## src/rtl/ac_ram.sv

```systemverilog
// Generic simple dual-port RAM, one write port, one registered read port.
module ac_ram #(
    parameter int W = 8,
    parameter int D = 256
) (
    input  logic                 i_clk,
    input  logic                 i_we,
    input  logic [$clog2(D)-1:0] i_waddr,
    input  logic [W-1:0]         i_wdata,
    input  logic [$clog2(D)-1:0] i_raddr,
    output logic [W-1:0]         o_rdata
);
    logic [W-1:0] r_mem [D];
    logic [W-1:0] r_rdata;

    always_ff @(posedge i_clk) begin
        if (i_we) begin
            r_mem[i_waddr] <= i_wdata;
        end
        r_rdata <= r_mem[i_raddr];
    end

    assign o_rdata = r_rdata;
endmodule

```

## config.mk

```make
export PLATFORM = sky130hd
export DESIGN_NAME = ac_ram
export DESIGN_NICKNAME = d
export VERILOG_FILES = /design/src/rtl/ac_ram.sv
export SDC_FILE = /design/constraint.sdc
export NUM_CORES = 2
export LEC_CHECK = 0
export ABC_AREA = 1
export BUFFER_PORTS_ARGS = -buffer_cell sky130_fd_sc_hd__buf_2
export CAP_MARGIN = 0
export CELL_PAD_IN_SITES_DETAIL_PLACEMENT = 1
export CELL_PAD_IN_SITES_GLOBAL_PLACEMENT = 1
export CORE_ASPECT_RATIO = 1.75
export CORE_MARGIN = 1
export CORE_UTILIZATION = 30
export CTS_BUF_LIST = sky130_fd_sc_hd__clkbuf_2 sky130_fd_sc_hd__clkbuf_4 sky130_fd_sc_hd__clkbuf_8
export CTS_CLUSTER_DIAMETER = 150
export DETAILED_ROUTE_END_ITERATION = 8
export PLACE_DENSITY_LB_ADDON = 0.1
export SLEW_MARGIN = 20
export SYNTH_ARGS = -nofsm -noshare
export SYNTH_HDL_FRONTEND = slang
export SYNTH_SLANG_ARGS = --single-unit
export TNS_END_PERCENT = 1
```

## constraint.sdc

```tcl
create_clock -name i_clk -period 2.4 [get_ports i_clk]
set_clock_uncertainty 0.1 [all_clocks]
set_input_delay 0.24 -clock i_clk [delete_from_list [all_inputs] [get_ports i_clk]]
set_output_delay 0.24 -clock i_clk [all_outputs]
set_load 0.02 [all_outputs]
```

==> insert_results.sql <==
INSERT INTO impl_metrics (metric_group, metric, value, unit) VALUES
('worst_setup_path', 'cpPeakStageDelay', '0.37', 'ns'),
('cts', 'clkLatencyLatePin', '0.99', 'ns'),
('worst_setup_path', 'worst_ep_arrival_time', '3.00', 'ns'),
('floorplanning', 'fp.coreArea', '276000', 'um2'),
('place', 'placed_area', '93500', 'um2'),
('min_path', 'holdPathEnd', 'r_mem[155][5]', ''),
('route', 'route.final.wire_length', '310', 'mm'),
('timing', 'hold_viol', '0', ''),
('timing', 'period_share', '92.9', '%'),
('worst_setup_path', 'worstSetupEndpointType', 'flop', ''),
('place', 'dp_hpwl', '204', 'mm'),
('worst_setup_path', 'crit-reg2reg-launch', 'r_mem[17][3]', ''),
('min_path', 'worst_hold_path_type', 'input pin to flop', ''),
('timing', 'max_slew_margin', '47.9', '%'),
('min_path', 'number_of_stages_on_the_worst_hold_path', '6', ''),
('global_route', 'grt_pass1_wl', '443', 'mm'),
('timing', 'slew_viol_final', '0', ''),
('cts', 'cts-root-buf', 'clkbuf_8', ''),
('floorplanning', 'fp.dieH', '699', 'um'),
('cts', 'cts_inserted_buffers', '327', ''),
('route', 'routed_length_per_instance', '26.9', 'um'),
('global_route', 'global_route.overflow_total', '0', ''),
('timing', 'setup_viol_count_final', '0', ''),
('cts', 'tritoncts_clock_tree', 'yes', ''),
('yosys', 'avgSynthCellArea', '11.9', 'um2'),
('yosys', 'synthesis.nets', '7029', ''),
('worst_setup_path', 'timing.critical_path.slowest_stage_cell', 'edfxtp_1', ''),
('cts', 'clock_sink_count', '2056', ''),
('route', 'drc', '0', ''),
('global_route', 'grt_usage', '21.8', '%'),
('floorplanning', 'dieWidth', '401', 'um'),
('yosys', 'synth_cells', '7003', ''),
('final_layout', 'final_area', '99700', 'um2'),
('floorplanning', 'initial_core_utilization', '30.2', '%'),
('outcome', 'run_status', 'finished, final reports clean', ''),
('final_layout', 'layout.cells.most_common_list', '2,108 x nand2_1, 2,048 x edfxtp_1, 2,019 x nand3_1', ''),
('yosys', 'synth_cell_type_count', '14', ''),
('yosys', 'synth_seq_cells', '2056', ''),
('place', 'gp_routability_congestion', '0.826', ''),
('power', 'total_leakage_power', '0.0356', 'uW'),
('worst_setup_path', 'crit_path_max_fanout', '1', ''),
('route', 'dr.pass1.iters', '5', ''),
('timing', 'timing_worst_slew_pin_value', '0.782', 'ns'),
('yosys', 'ys.warnings.count', '0', ''),
('cts', 'cts.reportedPaths.clkPinSlew', '0.07', 'ns'),
('route', 'route.antenna.remaining_nets', '0', ''),
('route', 'detailroute.via_count', '57161', ''),
('timing', 'fmax', '448', 'MHz'),
('final_layout', 'layout-drive-gt1-share', '16.5', '%'),
('floorplanning', 'boundaryPins', '34', ''),
('power', 'power_per_cell_area', '752', 'nW/um2'),
('final_layout', 'layout_commonest_cell', 'nand2_1', ''),
('floorplanning', 'fp.dieArea', '280000', 'um2'),
('yosys', 'yosysSeqAreaShare', '73.9', '%'),
('yosys', 'post_synth_instance_area', '83400', 'um2'),
('worst_setup_path', 'timing.reg2reg.worst_path_depth', '11', ''),
('worst_setup_path', 'cell_chain_critical_path', 'nand2_1 > nand3_1 > nand3_1 > nand3_1 > nand3_1 > nand3_1 > buf_12 > nand3_1 > nand2_1 > nand2_1 > nand2_1', ''),
('flow_run', 'max_cap_violations', '0', ''),
('floorplanning', 'fp-row-count', '255', ''),
('min_path', 'timing.hold.worst.start', 'i_waddr[5]', ''),
('final_layout', 'layout_net_count', '7689', ''),
('worst_setup_path', 'timing.reg2reg.setup_slack', '0.17', 'ns'),
('global_route', 'grt_start_max_net_pins', '69', ''),
('worst_setup_path', 'crit_required', '3.17', 'ns'),
('place', 'port_buffers', '33', ''),
('timing', 'rsz0062_at_grt', 'no', ''),
('timing', 'final.min_clock_period', '2.23', 'ns'),
('worst_setup_path', 'worst-setup-path-type', 'flop to flop', ''),
('worst_setup_path', 'crit_path_frequent_cell', 'nand3_1', ''),
('worst_setup_path', 'rr_endpoint', 'o_rdata[3]', ''),
('global_route', 'number_of_global_route_vias_before_repair', '60899', ''),
('final_layout', 'nFillCells', '29509', ''),
('power', 'power.ir.vdd_worst', '0.000349', 'V'),
('worst_setup_path', 'critPathLaunchType', 'flop', ''),
('cts', 'cts-htree-levels', '5', ''),
('global_route', 'antenna_violations_before_repair', '11', ''),
('route', 'drt_via_density', '4.97', ''),
('cts', 'max_clock_buf_depth', '4', ''),
('timing', 'setup_total_negative_slack', '0', 'ns'),
('final_layout', 'area_growth_syn_to_layout', '19.6', '%'),
('route', 'drt_iter0_drc', '3474', '');
## critical path: cells and delay by family (launching register included)
family | cells | cell delay (ns)
buf+inv | 1 | 0.18
simple gates | 10 | 1.47
flops | 1 | 0.37
## worst max path at each step
| stage | depth (start not counted) | from | end |
|---|---|---|---|
| after global routing | 13 | r_mem[220][7] | o_rdata[7] |
| final | 11 | r_mem[17][3] | o_rdata[3] |
| after global placement | 16 | i_raddr[0] | o_rdata[3] |
| after CTS | 1 | o_rdata[1] | o_rdata[1] |
| after floorplan | 4 | i_we | r_mem[162][0] |
| after detailed placement | 15 | i_raddr[0] | o_rdata[3] |
## flip-flops by register name, indices dropped and copies added, names as in the netlist
signal	cells
o_rdata	8
r_mem	2048
## cell type report
cell class | count | area [um2] | share of cell area, %
Sequential cell | 2056 | 61700 | 61.8
Clock inverter | 126 | 748 | 0.750
Antenna cell | 7 | 17.5 | 0.0176
Tap cell | 3598 | 4500 | 4.51
Timing Repair Buffer | 814 | 8140 | 8.16
Clock buffer | 429 | 5320 | 5.34
Inverter | 39 | 184 | 0.184
Multi-Input combinational cell | 4425 | 19200 | 19.2
## cell usage after synthesis
library cell | number | share of area (%)
dfxtp_1 | 8 | 0.19
inv_2 | 2 | 0.0090
edfxtp_1 | 2048 | 74
buf_4 | 46 | 0.41
nand2_1 | 2123 | 9.6
buf_1 | 40 | 0.18
inv_1 | 36 | 0.16
buf_8 | 1 | 0.018
buf_2 | 268 | 1.6
nand3_1 | 2019 | 12
clkbuf_1 | 112 | 0.50
nor2_1 | 283 | 1.3
buf_6 | 16 | 0.22
inv_4 | 1 | 0.0075
## timing repair
action                    in CTS  in global routing
hold endpoints to repair    2058                  0
gates resized for setup        0                  0
buffers inserted               0                  0
hold buffers                  20                  0
## where the power goes
part / switching [uW] / internal (uW) / leakage [uW]
Sequential: 63.2 / 39600 / 0.0185
Combinational: 4130 / 1730 / 0.0139
Clock: 14300 / 15100 / 0.00321
Total: 18500 / 56400 / 0.0356
## per-stage QoR
stage | utilization [%] | worst slack (ns) | std cells | hold WS (ns) | total power, uW
2_1_floorplan | - | 0.569 | 7003 | 0.239 | 42800
3_3_place_gp | 33.9 | -0.637 | 10912 | 0.540 | 46300
3_5_place_dp | 33.9 | -0.628 | 10912 | 0.544 | 46400
4_1_cts | 36.1 | 0.0924 | 11487 | 0.0258 | 76200
5_1_grt | 36.1 | 0.0595 | 11492 | 0.100 | 77600
6_report | 36.1 | 0.170 | 11494 | 0.122 | 75000
## kinds of logic after synthesis
kind of cell / after synthesis / synth area share [%]
buffers and inverters: 522 / 3.12
DFF: 2056 / 73.9
and+or+nand+nor: 4425 / 22.9
## layer usage
metal | vias up | GRT usage, % | share of wire [%]
li1 | 26187 | - | -
met1 | 29484 | 24.6 | 39
met2 | 1014 | 41.1 | 54
met3 | 472 | 2.64 | 3.2
met4 | 4 | 8.63 | 4.1
met5 | - | 0 | 0.0084
No activity file was read; power rests on OpenSTA's default activity.
